**src/edl_pkg.sv**
```systemverilog
// Package for the endstop edge debounce/lockout block: widths, register
// indexes, reset values and the result struct. No dependencies.
package edl_pkg;

    localparam int AGE_W      = 10;
    localparam int CNT_W      = 32;
    localparam int CFG_IDX_W  = 2;
    localparam int CFG_DATA_W = 10;

    localparam logic [AGE_W-1:0] AGE_MAX = {AGE_W{1'b1}};

    // register indexes on the config port
    localparam logic [CFG_IDX_W-1:0] REG_NORMALLY_CLOSED = 2'd0;
    localparam logic [CFG_IDX_W-1:0] REG_DEBOUNCE_MS     = 2'd1;
    localparam logic [CFG_IDX_W-1:0] REG_LOCKOUT_MS      = 2'd2;

    localparam logic             RST_NORMALLY_CLOSED = 1'b0;
    localparam logic [AGE_W-1:0] RST_DEBOUNCE_MS     = 10'd10;
    localparam logic [AGE_W-1:0] RST_LOCKOUT_MS      = 10'd50;

    typedef struct packed {
        logic             fire;
        logic             triggered;
        logic [CNT_W-1:0] edges_seen;
    } result_t;

    function automatic logic [AGE_W-1:0] age_inc(input logic [AGE_W-1:0] a);
        return (a == AGE_MAX) ? AGE_MAX : a + 1'b1;
    endfunction

endpackage

```
**src/endstop_edge_debounce_lockout.sv**
```systemverilog
// Top level of the endstop edge debounce/lockout block.
// Uses edl_pkg, edl_core and edl_out.
//
//   channel  dir  handshake          payload
//   s_       in   s_valid/s_ready    s_pin_level, s_ms_tick
//   m_       out  m_valid/m_ready    m_fire, m_triggered, m_edges_seen
//   cfg_     in   cfg_we             cfg_index, cfg_data
//
// One item per clock unless stalled; a result shows the cycle after its item.
// The result register holds one result; an item is taken whenever it is empty
// or being read in the same cycle, so a stalled m_ready stalls s_ready.
// Synchronous active-low reset: mode normally open, debounce 10, lockout 50.
// The single result register loads the result alongside the state update.
module endstop_edge_debounce_lockout (
    input  logic                              aclk,
    input  logic                              aresetn,
    input  logic                              cfg_we,
    input  logic [edl_pkg::CFG_IDX_W-1:0]     cfg_index,
    input  logic [edl_pkg::CFG_DATA_W-1:0]    cfg_data,
    input  logic                              s_valid,
    output logic                              s_ready,
    input  logic                              s_pin_level,
    input  logic                              s_ms_tick,
    output logic                              m_valid,
    input  logic                              m_ready,
    output logic                              m_fire,
    output logic                              m_triggered,
    output logic [edl_pkg::CNT_W-1:0]         m_edges_seen
);

    logic             step_en;
    logic             can_load;
    edl_pkg::result_t res_core;
    edl_pkg::result_t res_q;

    assign s_ready = can_load;
    assign step_en = s_valid && can_load;

    edl_core u_core (
        .aclk      (aclk),
        .aresetn   (aresetn),
        .cfg_we    (cfg_we),
        .cfg_index (cfg_index),
        .cfg_data  (cfg_data),
        .step_en   (step_en),
        .pin_level (s_pin_level),
        .ms_tick   (s_ms_tick),
        .res       (res_core)
    );

    edl_out u_out (
        .aclk     (aclk),
        .aresetn  (aresetn),
        .load     (step_en),
        .res_in   (res_core),
        .m_ready  (m_ready),
        .m_valid  (m_valid),
        .can_load (can_load),
        .res_out  (res_q)
    );

    assign m_fire       = res_q.fire;
    assign m_triggered  = res_q.triggered;
    assign m_edges_seen = res_q.edges_seen;

endmodule

```
**src/edl_core.sv**
```systemverilog
// Debounce/lockout state and config registers, with the single-pass next-state
// and result logic for one item. Depends on edl_pkg.
module edl_core (
    input  logic                                aclk,
    input  logic                                aresetn,
    input  logic                                cfg_we,
    input  logic [edl_pkg::CFG_IDX_W-1:0]       cfg_index,
    input  logic [edl_pkg::CFG_DATA_W-1:0]      cfg_data,
    input  logic                                step_en,
    input  logic                                pin_level,
    input  logic                                ms_tick,
    output edl_pkg::result_t                    res
);

    logic                          nc_reg;
    logic [edl_pkg::AGE_W-1:0]     debounce_reg;
    logic [edl_pkg::AGE_W-1:0]     lockout_reg;

    logic                          last_level_reg, last_level_next;
    logic                          pending_reg, pending_next;
    logic [edl_pkg::AGE_W-1:0]     pending_age_reg, pending_age_next;
    logic                          locked_reg, locked_next;
    logic [edl_pkg::AGE_W-1:0]     lock_age_reg, lock_age_next;
    logic [edl_pkg::CNT_W-1:0]     cnt_reg, cnt_next;

    logic [edl_pkg::AGE_W-1:0]     pa_tick, la_tick;
    logic                          locked_rel;
    logic                          active_lvl;
    logic                          edge_acc;
    logic                          pend_mid;
    logic                          fire;
    logic                          pending_upd;

    assign active_lvl = nc_reg;

    always_comb begin
        pa_tick = (ms_tick && pending_reg) ? edl_pkg::age_inc(pending_age_reg)
                                           : pending_age_reg;
        la_tick = (ms_tick && locked_reg) ? edl_pkg::age_inc(lock_age_reg)
                                          : lock_age_reg;
        locked_rel = locked_reg && (la_tick < lockout_reg);
        edge_acc = (last_level_reg != pin_level) && (pin_level == active_lvl)
                   && !locked_rel && !pending_reg;
        pend_mid = pending_reg || edge_acc;
        pending_age_next = edge_acc ? '0 : pa_tick;
        cnt_next = edge_acc ? cnt_reg + 1'b1 : cnt_reg;
        fire = pend_mid && (pending_age_next >= debounce_reg);
        pending_next  = pend_mid && !fire;
        locked_next   = locked_rel || fire;
        lock_age_next = fire ? '0 : la_tick;
        last_level_next = pin_level;
        // mode write drops pending
        pending_upd = (step_en ? pending_next : pending_reg)
                      && !(cfg_we && cfg_index == edl_pkg::REG_NORMALLY_CLOSED);
    end

    assign res.fire       = fire;
    assign res.triggered  = (pin_level == active_lvl);
    assign res.edges_seen = cnt_next;

    always_ff @(posedge aclk) begin
        if (!aresetn) begin
            nc_reg          <= edl_pkg::RST_NORMALLY_CLOSED;
            debounce_reg    <= edl_pkg::RST_DEBOUNCE_MS;
            lockout_reg     <= edl_pkg::RST_LOCKOUT_MS;
            last_level_reg  <= 1'b1;
            pending_reg     <= 1'b0;
            pending_age_reg <= '0;
            locked_reg      <= 1'b0;
            lock_age_reg    <= '0;
            cnt_reg         <= '0;
        end else begin
            pending_reg <= pending_upd;
            if (step_en) begin
                last_level_reg  <= last_level_next;
                pending_age_reg <= pending_age_next;
                locked_reg      <= locked_next;
                lock_age_reg    <= lock_age_next;
                cnt_reg         <= cnt_next;
            end
            // user must write config only while idle; block does not enforce
            if (cfg_we) begin
                unique case (cfg_index)
                    edl_pkg::REG_NORMALLY_CLOSED: begin
                        nc_reg <= cfg_data[0];
                    end
                    edl_pkg::REG_DEBOUNCE_MS: begin
                        debounce_reg <= cfg_data;
                    end
                    edl_pkg::REG_LOCKOUT_MS: begin
                        lockout_reg <= cfg_data;
                    end
                    default: begin
                    end
                endcase
            end
        end
    end

    a_fire_locks: assert property (@(posedge aclk) disable iff (!aresetn)
        step_en && fire |=> !pending_reg && locked_reg && lock_age_reg == '0)
        else $error("fire did not start lockout");

    a_edge_counts: assert property (@(posedge aclk) disable iff (!aresetn)
        step_en && edge_acc |=> cnt_reg == $past(cnt_reg) + 1'b1 && pending_age_reg == '0)
        else $error("accepted edge not counted");

    a_idle_hold: assert property (@(posedge aclk) disable iff (!aresetn)
        !step_en |=> $stable(cnt_reg) && $stable(pending_age_reg) && $stable(lock_age_reg))
        else $error("state moved without an item");

endmodule

```
**src/edl_out.sv**
```systemverilog
// Result register for the endstop block: holds one result until taken and
// parts the two channels. Depends on edl_pkg.
module edl_out (
    input  logic               aclk,
    input  logic               aresetn,
    input  logic               load,
    input  edl_pkg::result_t   res_in,
    input  logic               m_ready,
    output logic               m_valid,
    output logic               can_load,
    output edl_pkg::result_t   res_out
);

    logic             valid_reg, valid_next;
    edl_pkg::result_t data_reg;

    assign can_load   = !valid_reg || m_ready;
    assign valid_next = load || (valid_reg && !m_ready);

    always_ff @(posedge aclk) begin
        if (!aresetn) begin
            valid_reg <= 1'b0;
        end else begin
            valid_reg <= valid_next;
        end
    end

    always_ff @(posedge aclk) begin
        if (load) begin
            data_reg <= res_in;
        end
    end

    assign m_valid = valid_reg;
    assign res_out = data_reg;

endmodule

```
**config.mk**
```make
export PLATFORM = sky130hd
export DESIGN_NAME = endstop_edge_debounce_lockout
export DESIGN_NICKNAME = d
export VERILOG_FILES = /design/src/edl_pkg.sv /design/src/endstop_edge_debounce_lockout.sv /design/src/edl_core.sv /design/src/edl_out.sv
export SDC_FILE = /design/constraint.sdc
export NUM_CORES = 1
export LEC_CHECK = 0
export ABC_CLOCK_PERIOD_IN_PS = 10100
export BUFFER_PORTS_ARGS = -buffer_cell sky130_fd_sc_hd__buf_2
export CAP_MARGIN = 10
export CORE_MARGIN = 2
export CORE_UTILIZATION = 58
export DETAILED_ROUTE_END_ITERATION = 7
export GPL_TIMING_DRIVEN = 0
export PLACE_DENSITY_LB_ADDON = 0.05
export SETUP_SLACK_MARGIN = 0.4
export SKIP_LAST_GASP = 1
export SLEW_MARGIN = 10
export SYNTH_ARGS = -nofsm -noshare
export SYNTH_HDL_FRONTEND = slang
export SYNTH_SLANG_ARGS = --single-unit
```
**constraint.sdc**
```tcl
create_clock -name aclk -period 10.1 [get_ports aclk]
set_input_delay 0.505 -clock aclk [delete_from_list [all_inputs] [get_ports aclk]]
set_output_delay 0.505 -clock aclk [all_outputs]
set_load 0.03 [all_outputs]
```
==> summary.md, run 1 <==
| Metric | Value |
|---|---|
| Outcome | `complete, no violations` |
| Largest area contributor in the netlist | `dfxtp_1` |
| CTS Buf Count | `9` |
| CP max-delay cell | `a2111oi_0` |
| Die area | `11,300 um^2` |
| Die height | `106 um` |
| Max reg flops | `34` |
| Placer Congestion | `0.887` |
| Post-synthesis register bit count | `111` |
| Ant. Diodes | `0` |
| Post-synth top area share | `25.5%` |
| Synth Instances | `654` |
| Most numerous cell on the critical path | `o21ai_0` |
| Area growth syn-to-layout | `11.3%` |
| Starting DRT DRC Count | `273` |
| Max rail drop VDD | `0.0000767 V` |
| Final period util | `58.7%` |
| CTS Hold Bufs | `0` |
| Initial antenna violation count | `0` |
| Max_cap viols | `0` |
| Final wirelength | `14,100 um` |
| Crit path largest cell delay | `0.94 ns` |
| Mean Syn Cell Area | `9.26 um^2` |
| Tmin final | `5.93 ns` |
| Clock transition at path regs | `0.10 ns` |
| Startpoint types | `register` |
| Clk_lat worst skew | `0.39 ns` |
| DR WL/cell | `16.4 um` |
| Gate power share | `11.2%` |
| DR vias/cell | `5.90` |
| Clk network pwr share | `33.5%` |
| Mapped cell area | `6050 um^2` |
| Largest net degree at the start of global routing | `26` |
| Setup crit end kind | `register` |
| Relative slew margins | `25.8%` |
| Synthesized Nets | `695` |
| Top Layer Used | `met4` |
| RSZ-0062 raised after global routing | `false` |
| GRT Util Overall | `26.2%` |
| Synth unique cells | `62` |
| Worst EP required | `10.39 ns` |
| Post-CTS resize count | `0` |
| Vias in the first global route | `4,863` |
| Drt first pass iters | `5` |
| Lkg Pwr | `2.64 nW` |
| Share of layout cells above drive strength 1 | `15.2%` |
| Critical path cell sequence | `ha_1 -> nand3_1 -> nor2_1 -> and3_1 -> mux2_2 -> ha_1 -> nand4_1 -> o21ai_0 -> a211oi_2 -> a21oi_1 -> buf_2 -> o21ai_0 -> o21ai_0 -> ha_1 -> nand2b_1 -> a2111oi_0 -> a2111oi_0 -> or2_2 -> o21ai_0 -> buf_2 -> a32o_1` |
| Cell internal pwr | `0.000628 W` |
| Nets | `761` |
| CTS tree | `done` |
| Hold crit path type | `input pin to register` |
| Root buffer cell | `clkbuf_8` |
| Net Sw Power | `0.000233 W` |
| Global-route wire length before repair | `23,400 um` |
| Utilization after layout | `65.9%` |
| Area contributors post-synth | `dfxtp_1 25%, edfxtp_1 17%, nand2_1 4.8%` |
| Final antenna-violating net count | `0` |
| Floorplan row count | `37` |
| Dominant register cell in the synthesized netlist | `dfxtp_1` |
| Overflow after GRT | `0` |
| Hpwl dp | `10,300 um` |
| Post-synthesis sequential area ratio | `42.3%` |
| Storage element area | `2560 um^2` |
| Routed vias | `5,076` |
| Postcts setup bufs | `0` |
| Htree depth | `3` |
| Initial core utilization | `59.2%` |
| Synth warnings | `0` |
| WL met3 | `584 um` |
| Non-Filler Instances | `861` |
| DR DRC count | `0` |
| IO Pins | `55` |
| Met1 wire length | `6260 um` |
| Cell Pwr Density | `128 nW/um^2` |
| Core ar. | `10,200 um^2` |
| Met2 wire length | `6880 um` |
| Worst-Margin Slew | `1.08 ns` |
| Final hold vios | `0` |
| Power share of the sequential group | `55.3%` |
| Fmax | `0.169 GHz` |
| CP arrival | `6.22 ns` |
| DP Cell Count | `845` |
| Layout fillers | `886` |
| Setup violators final | `0` |
| Fin Clk Skew | `0.00975 ns` |
| Chip Width | `106 um` |
| Max-slew violations | `0` |
| Post-Route Setup TNS | `0 ns` |
| Max clock buf depth | `2` |
| Crit Path Max Fanout | `10` |
| FFs w/ async S/R, synth | `0%` |
| Number of flops mapped to enable cells by yosys | `34` |
| Area of the multi-input gates | `3210 um^2` |
| IO buf count | `54` |
| Sink Count | `111` |
| Switching part of the total | `27.1%` |
| Most frequent cells in the layout | `77 x nand2_1, 77 x dfxtp_1, 59 x buf_2, 45 x nor2_1, 38 x a21oi_1` |
| WS Path Type | `register to register` |
metal layers:
metal	GRT usage [%]	vias to the layer above
met1	33.0	2402
met3	4.17	29
li1	-	2512
met5	0	-
met2	44.1	133
met4	12.1	0
metrics by stage:
stage                     area, um^2  power, W  worst slack, ns  hold WS (ns)
after floorplan                 6050  0.000549             5.46         0.432
after global placement          6490  0.000579             4.16         0.444
after detailed placement        6520  0.000582             4.09         0.450
after CTS                       6740  0.000864             4.18         0.348
after global routing            6740  0.000890             3.76         0.357
final                           6740  0.000861             4.17         0.350
critical path: cells and delay by family, from the launching register on:
kind | cells | cell delay (ns)
muxes | 1 | 0.36
DFF | 1 | 0.41
and+or+nand+nor | 6 | 1.03
buffers and inverters | 2 | 0.52
adders and majority gates | 3 | 0.79
AOI/OAI and AO/OA | 9 | 2.68
path summary, 6_finish.rpt:
path,from,to,slack (ns),depth (start not counted)
worst min register to register,u_core.lockout_reg[6]$_SDFFE_PN0P_,u_core.lockout_reg[6]$_SDFFE_PN0P_,0.46,2
worst min-delay path,cfg_data[1],u_core.lockout_reg[1]$_SDFFE_PN1P_,0.35,3
worst max register to register,u_core.lock_age_reg[0]$_SDFFE_PN0P_,u_core.lock_age_reg[9]$_SDFFE_PN0P_,4.17,21
worst max-delay path,u_core.lock_age_reg[0]$_SDFFE_PN0P_,u_core.lock_age_reg[9]$_SDFFE_PN0P_,4.17,21
cell usage after synthesis (3+ instances only):
cell,count
o41ai_1,4
mux2i_1,17
nand3_1,20
nand2_1,77
xnor2_1,24
buf_2,4
a21o_1,3
o211ai_1,6
and3_1,11
nand3b_1,4
o21ai_0,23
a31oi_1,6
nor3_1,19
and4_1,3
o21a_1,4
nor4_1,5
and2_1,5
mux2_2,3
a2111oi_0,4
a2111oi_2,3
nor2b_1,4
nand2b_1,13
or3_1,6
nand4_1,19
inv_1,29
edfxtp_1,34
o31ai_1,4
a211oi_1,6
a21oi_1,38
nor4_2,11
nor2_1,45
ha_1,22
xor2_1,27
clkbuf_1,23
a32o_1,9
buf_6,5
dfxtp_1,77
cells by family after synthesis:
family / share of synthesized area, %
AND/OR/NAND/NOR: 23.0
AO/OA/AOI/OAI: 14.7
flip-flops: 42.3
buffers and inverters: 4.67
XOR/XNOR: 7.38
adder cells (fa/ha/maj): 4.55
multiplexers: 3.37
power by group through the flow:
stage	clock network [W]	registers, W	logic (W)
after floorplan	0	0.000502	0.0000477
after global placement	0	0.000487	0.0000920
after detailed placement	0	0.000486	0.0000956
after CTS	0.000291	0.000476	0.0000961
after global routing	0.000308	0.000478	0.000104
final	0.000288	0.000476	0.0000963
final cells by class:
cell class                 instances  area share, %
multi-input combinational        479           47.6
sequential                       111           38.0
timing repair buffer              55           4.42
buffer                            34           2.54
tap                              136           2.53
clock buffer                      11           2.25
inverter                          30           1.67
clock inverter                     5          0.947
No activity file was read; power rests on OpenSTA's default activity.
==> inputs of run 2 (changes only) <==
ABC_AREA = 1   (was default)
ABC_CLOCK_PERIOD_IN_PS = 6100   (was 10100)
clock period = 6.1 ns   (was 10.1 ns; I/O delays follow)
==> run 2 against run 1 <==
Compared with the run above:
- sequential cell count unchanged
- utilization decreased by 0.39 points
- total power increased by 87%
- design area increased by 5.3%
- sequential share of layout area decreased by 1.9 points
- critical path type unchanged
- highest routed layer unchanged
==> summary.md, run 2 <==
| Metric | Value |
|---|---|
| Outcome | `complete, no violations` |
| Post-synth top cells | `215 x nand2_1, 150 x inv_1, 83 x nand3_1` |
| Final wirelength | `15,800 um (+12%)` |
| Root buffer cell | `clkbuf_8` |
| DR vias/cell | `5.49 (-6.9%)` |
| Post-CTS resize count | `0 (unchanged)` |
| Synthesized Nets | `949 (+37%)` |
| WS Path Type | `register to register` |
| Final antenna-violating net count | `0 (unchanged)` |
| Tmin final | `4.64 ns (-1.29 ns)` |
| CP arrival | `4.89 ns (-1.33 ns)` |
| Clk network pwr share | `27.9% (-5.6 points)` |
| Startpoint types | `register` |
| Clock transition at path regs | `0.11 ns (about the same)` |
| Pwr Total | `0.00161 W (+87%)` |
| Commonest non-fill, non-tap cell in the layout | `nand2_1` |
| Floorplan row count | `38 (+2.7%)` |
| RSZ-0062 raised after global routing | `false` |
| DR WL/cell | `14.1 um (-14%)` |
| Area growth syn-to-layout | `10.4%` |
| Most numerous cell in the Yosys netlist | `nand2_1` |
| Share of layout cells above drive strength 1 | `10.5% (-4.7 points)` |
| Final period util | `76.0% (+17 points)` |
| Placer Congestion | `0.925 (+4.3%)` |
| Max rail drop VDD | `0.000243 V (+220%)` |
| Largest net degree at the start of global routing | `28 (+7.7%)` |
| Crit Path Max Fanout | `10 (unchanged)` |
| IO Pins | `55 (unchanged)` |
| Relative slew margins | `52.5% (+27 points)` |
| Vias in the first global route | `5,694 (+17%)` |
| Fin Clk Skew | `0.0149 ns (+0.00512 ns)` |
| Cell internal pwr | `0.00111 W (+76%)` |
| Post-synth top area share | `24.0% (-1.5 points)` |
| Worst-Margin Slew | `0.706 ns (-0.378 ns)` |
| Post-synthesis register bit count | `111 (unchanged)` |
| GRT Util Overall | `28.0% (+1.7 points)` |
| Fmax | `0.216 GHz (+28%)` |
| IO buf count | `54 (unchanged)` |
| Worst EP required | `6.36 ns (-4.03 ns)` |
| Gate power share | `19.3% (+8.1 points)` |
| Starting DRT DRC Count | `346 (+27%)` |
| Clk_lat worst skew | `0.40 ns (about the same)` |
| CP max-delay cell | `o41ai_1` |
| Area contributors post-synth | `dfxtp_1 24%, edfxtp_1 16%, nand2_1 13%` |
| Ant. Diodes | `0 (unchanged)` |
| Hold crit path type | `input pin to register` |
| Hpwl dp | `11,900 um (+15%)` |
| Synth Instances | `908 (+39%)` |
| Switching part of the total | `31.1% (+4.0 points)` |
| Number of flops mapped to enable cells by yosys | `34 (unchanged)` |
| Synth unique cells | `36 (-42%)` |
| Postcts setup bufs | `0 (unchanged)` |
| Most numerous cell on the critical path | `nand2_1` |
| Crit path largest cell delay | `0.64 ns (-0.30 ns)` |
| Setup crit end kind | `register` |
| Sink Count | `111 (unchanged)` |
| Die area | `11,900 um^2 (+5.9%)` |
| CTS tree | `done` |
| CTS Hold Bufs | `0 (unchanged)` |
| Initial antenna violation count | `0 (unchanged)` |
| Max-slew violations | `0 (unchanged)` |
| Max reg flops | `34 (unchanged)` |
| Most frequent cells in the layout | `215 x nand2_1, 150 x inv_1, 83 x nand3_1, 81 x a21oi_1, 77 x dfxtp_1` |
| Final hold vios | `0 (unchanged)` |
| Lkg Pwr | `3.43 nW (+30%)` |
| Post-Route Setup TNS | `0 ns (unchanged)` |
| Dominant register cell in the synthesized netlist | `dfxtp_1` |
| DR DRC count | `0 (unchanged)` |
| Max_cap viols | `0 (unchanged)` |
| Nets | `1,015 (+33%)` |
| Htree depth | `3 (unchanged)` |
| Mapped cell area | `6430 um^2 (+6.2%)` |
| Synth warnings | `0 (unchanged)` |
| Reg2Reg Setup Slack | `1.46 ns (-2.71 ns)` |
| Drt first pass iters | `5 (unchanged)` |
| Cell Pwr Density | `226 nW/um^2 (+77%)` |
| FFs w/ async S/R, synth | `0% (unchanged)` |
| Global-route wire length before repair | `26,100 um (+12%)` |
| Setup violators final | `0 (unchanged)` |
| Overflow after GRT | `0 (unchanged)` |
| Power share of the sequential group | `52.7% (-2.6 points)` |
| Net Sw Power | `0.000499 W (+110%)` |
| Routed vias | `6,144 (+21%)` |
| Die height | `109 um (+2.9%)` |
| Chip Width | `109 um (+2.9%)` |
| Mean Syn Cell Area | `7.08 um^2 (-24%)` |
| Post-synthesis sequential area ratio | `39.9% (-2.5 points)` |
| Initial core utilization | `59.3% (+0.13 points)` |
| Max clock buf depth | `2 (unchanged)` |
| Core ar. | `10,800 um^2 (+6.0%)` |
| CTS Buf Count | `9 (unchanged)` |
| Largest area contributor in the netlist | `dfxtp_1` |
| Layout fillers | `1,001 (+13%)` |
[run 2: cell count changes after synthesis, moves of 14 or more]
| cell | before | now |
|---|---|---|
| xnor2_1 | 24 | 1 |
| nand2_1 | 77 | 215 |
| nand2_2 | 0 | 14 |
| nand3_1 | 20 | 83 |
| a21oi_1 | 38 | 81 |
| mux2i_1 | 17 | 0 |
| nand4_1 | 19 | 41 |
| inv_1 | 29 | 150 |
[run 2: per-stage QoR]
step | std cells | setup WS (ns) | area (um^2) | hold WS (ns) | util, %
after global placement | 1102 | 1.55 | 6870 | 0.449 | 63.4
after detailed placement | 1103 | 1.48 | 6890 | 0.456 | 63.6
after global routing | 1119 | 0.918 | 7100 | 0.138 | 65.5
final | 1119 | 1.46 | 7100 | 0.139 | 65.5
after floorplan | 908 | 2.37 | 6430 | 0.418 | -
after CTS | 1119 | 1.47 | 7100 | 0.119 | 65.5
[run 2: cell families after synthesis]
family / synth area share (%)
compound gates: 10.5
xor+xnor: 2.32
fa+ha+maj: 4.28
buf+inv: 11.9
flops: 39.9
simple gates: 31.2
[run 2: routing by layer]
metal | wire (um) | track usage (%)
met5 | 0 | 0
met4 | 375 | 11.8
met3 | 841 | 5.98
met2 | 8080 | 48.7
met1 | 6500 | 33.2
[run 2: power groups by stage]
stage / combinational [W] / sequential [W] / clock, W
after detailed placement: 0.000308 / 0.000863 / 0
after CTS: 0.000309 / 0.000846 / 0.000460
final: 0.000311 / 0.000847 / 0.000448
after floorplan: 0.000184 / 0.000896 / 0
after global routing: 0.000346 / 0.000853 / 0.000488
after global placement: 0.000296 / 0.000862 / 0
[run 2: final cells by class]
cell class	count	area (um^2)	share of cell area [%]
Buffer	35	186	2.63
Clock buffer	13	180	2.54
Clock inverter	3	22.5	0.317
Inverter	154	578	8.15
Multi-Input combinational cell	608	3100	43.7
Sequential cell	111	2560	36.1
Tap cell	140	175	2.47
Timing Repair Buffer	55	290	4.09
[run 2: worst max-delay path: cells and delay by family (launching register included)]
family                     cells  cell delay (ns)
buffers and inverters          6             0.69
DFF                            1             0.40
adders and majority gates      2             0.58
and+or+nand+nor               18             2.13
AOI/OAI and AO/OA              2             0.71
[run 2: worst paths after layout]
kind	start	endpoint	depth (start not counted)
min	s_pin_level	u_core.last_level_reg$_SDFFE_PN1P_	3
min reg2reg	u_core.debounce_reg[8]$_SDFFE_PN0P_	u_core.debounce_reg[8]$_SDFFE_PN0P_	2
max	u_core.locked_reg$_SDFFE_PN0P_	u_core.lock_age_reg[6]$_SDFFE_PN0P_	28
max reg2reg	u_core.locked_reg$_SDFFE_PN0P_	u_core.lock_age_reg[6]$_SDFFE_PN0P_	28
==> inputs of run 3 (changes only) <==
ABC_AREA = 0   (was 1)
ABC_CLOCK_PERIOD_IN_PS = 4840   (was 6100)
clock period = 4.84 ns   (was 6.1 ns; I/O delays follow)
==> run 3 against run 2 <==
Compared with the run above:
- design area fell by 1.1%
- sequential share of layout area rose by 0.55 points
- total power rose by 8.4%
- hold slack got worse by 0.048 ns
- combinational power fell by 28%
- via count fell by 13%
- highest routed layer unchanged
==> summary.md, run 3 (synthesized netlist as in run 1, its figures left out) <==
| Metric | Value |
|---|---|
| Starting DRT DRC Count | `317 (-8.4%)` |
| Setup crit end kind | `register` |
| Max reg flops | `34 (unchanged)` |
| Fin Clk Skew | `0.0140 ns (-0.000885 ns)` |
| Final period util | `90.7% (+15 points)` |
| Non-Filler Instances | `878 (-22%)` |
| Core ar. | `10,200 um^2 (-5.6%)` |
| Chip Width | `106 um (-2.8%)` |
| Global-route wire length before repair | `23,900 um (-8.5%)` |
| Placer Congestion | `0.880 (-4.9%)` |
| WS Path Type | `register to register` |
| Worst EP required | `5.01 ns (-1.35 ns)` |
| Final hold vios | `0 (unchanged)` |
| Max clock buf depth | `2 (unchanged)` |
| Root buffer cell | `clkbuf_8` |
| IO Pins | `55 (unchanged)` |
| DR DRC count | `0 (unchanged)` |
| Share of layout cells above drive strength 1 | `20.1% (+9.6 points)` |
| GRT Util Overall | `26.8% (-1.2 points)` |
| Commonest non-fill, non-tap cell in the layout | `nand2_1` |
| Hold crit path type | `input pin to register` |
| Initial core utilization | `59.2% (-0.13 points)` |
| Die area | `11,300 um^2 (-5.6%)` |
| Fmax | `0.228 GHz (+5.6%)` |
| Relative slew margins | `39.3% (-13 points)` |
| IO buf count | `54 (unchanged)` |
| Outcome | `complete, no violations` |
| Die height | `106 um (-2.8%)` |
| CP arrival | `4.56 ns (-0.33 ns)` |
| Tmin final | `4.39 ns (-0.246 ns)` |
| Final antenna-violating net count | `0 (unchanged)` |
| Nets | `778 (-23%)` |
| Area growth syn-to-layout | `15.9%` |
| Clock transition at path regs | `0.11 ns (about the same)` |
| Max rail drop VDD | `0.000140 V (-42%)` |
| Final wirelength | `15,100 um (-4.7%)` |
| Post-Route Setup TNS | `0 ns (unchanged)` |
| Crit Path Max Fanout | `6 (-4)` |
| Clk_lat worst skew | `0.39 ns (about the same)` |
| Ant. Diodes | `0 (unchanged)` |
| Sink Count | `111 (unchanged)` |
| CTS Buf Count | `9 (unchanged)` |
| Most frequent cells in the layout | `75 x nand2_1, 73 x dfxtp_1, 57 x buf_2, 44 x nor2_1, 37 x a21oi_1` |
| Setup violators final | `0 (unchanged)` |
| DP Cell Count | `845 (-23%)` |
| CTS Hold Bufs | `0 (unchanged)` |
| Max-slew violations | `0 (unchanged)` |
| CTS tree | `done` |
| Reg2Reg Setup Slack | `0.45 ns (-1.01 ns)` |
| Largest net degree at the start of global routing | `26 (-7.1%)` |
| Htree depth | `3 (unchanged)` |
| Cell Pwr Density | `248 nW/um^2 (+9.6%)` |
| Floorplan row count | `37 (-2.6%)` |
| Max_cap viols | `0 (unchanged)` |
| DR vias/cell | `6.07 (+11%)` |
| Startpoint types | `register` |
| Initial antenna violation count | `0 (unchanged)` |
| Routed vias | `5,331 (-13%)` |
| Layout fillers | `824 (-18%)` |
| RSZ-0062 raised after global routing | `true` |
| Vias in the first global route | `4,968 (-13%)` |
| DR WL/cell | `17.1 um (+21%)` |
| Hpwl dp | `10,500 um (-12%)` |
| Drt first pass iters | `7 (+2)` |
| Overflow after GRT | `0 (unchanged)` |
| Worst-Margin Slew | `0.909 ns (+0.203 ns)` |
| Lkg Pwr | `2.77 nW (-19%)` |
run 3: cell types whose count changed in the layout (fill, tap and decap cells not counted), sizes merged, moves of 11 or more:
cell / previous run / this run
o21ai: 34 / 23
nand3: 85 / 20
nor4: 3 / 16
xnor2: 1 / 24
inv: 152 / 32
nand2: 230 / 77
nor2: 59 / 45
mux2i: 0 / 17
xor2: 16 / 27
buf: 63 / 83
nand4: 41 / 20
a21oi: 82 / 40
nand2b: 0 / 13
run 3: cell type report:
cell class / count / area [um^2] / share of cell area (%)
multi-input combinational: 479 / 3370 / 48.0
buffer: 34 / 184 / 2.62
clock inverter: 7 / 47.5 / 0.677
sequential: 111 / 2570 / 36.7
timing repair buffer: 72 / 440 / 6.28
inverter: 30 / 113 / 1.60
clock buffer: 9 / 124 / 1.77
tap: 136 / 170 / 2.42
run 3: repair_timing:
item	4_1_cts	5_1_grt
pin swaps	7	19
resized for setup	29	18
buffers inserted	10	6
endpoints found under the setup margin	13	13
gates cloned	1	0
run 3: worst paths after layout:
kind	cells past startpoint	to	start
max	21	u_out.res_out[33]$_DFFE_PP_	u_core.lock_age_reg[0]$_SDFFE_PN0P_
min	3	u_out.m_valid$_SDFF_PN0_	s_valid
max reg2reg	21	u_out.res_out[33]$_DFFE_PP_	u_core.lock_age_reg[0]$_SDFFE_PN0P_
min reg2reg	2	u_core.lockout_reg[7]$_SDFFE_PN0P_	u_core.lockout_reg[7]$_SDFFE_PN0P_
run 3: critical path, stage by stage (launching register included):
cell and delay [ns]:
dfxtp_4 0.38, buf_6 0.12, nand2_4 0.06, nor3_4 0.23, nand3_1 0.11, mux2_2 0.30, ha_1 0.32, nand4_1 0.18
a2111o_1 0.36, buf_6 0.15, a21oi_4 0.17, buf_6 0.15, o21ai_2 0.05, o21ai_1 0.08, ha_1 0.25, nand2b_4 0.15
a2111oi_4 0.39, a2111oi_4 0.10, or2_4 0.29, o21ai_4 0.09, buf_6 0.16, inv_2 0.04
run 3: power breakdown:
part | switching, W | internal, W | leakage [nW]
combinational | 0.000154 | 0.0000698 | 1.72
clock | 0.000334 | 0.000188 | 0.0858
sequential | 0.0000118 | 0.000982 | 0.963
run 3: per-stage QoR:
stage	util, %	setup slack, ns	hold WS, ns	total power [W]	area (um^2)
4_1_cts	67.4	0.406	0.0879	0.00174	6890
3_5_place_dp	63.8	-0.807	0.452	0.00121	6530
2_1_floorplan	-	0.365	0.366	0.00115	6060
3_3_place_gp	63.6	-0.694	0.445	0.00121	6500
5_1_grt	68.6	0.243	0.0986	0.00180	7020
6_report	68.6	0.450	0.0913	0.00174	7020
run 3: layer usage:
metal,vias up,wire length [um],track usage (%)
met5,-,0,0
met4,0,492,13.3
met3,47,831,3.19
met2,210,7530,46.7
met1,2526,6200,32.6
li1,2548,-,-
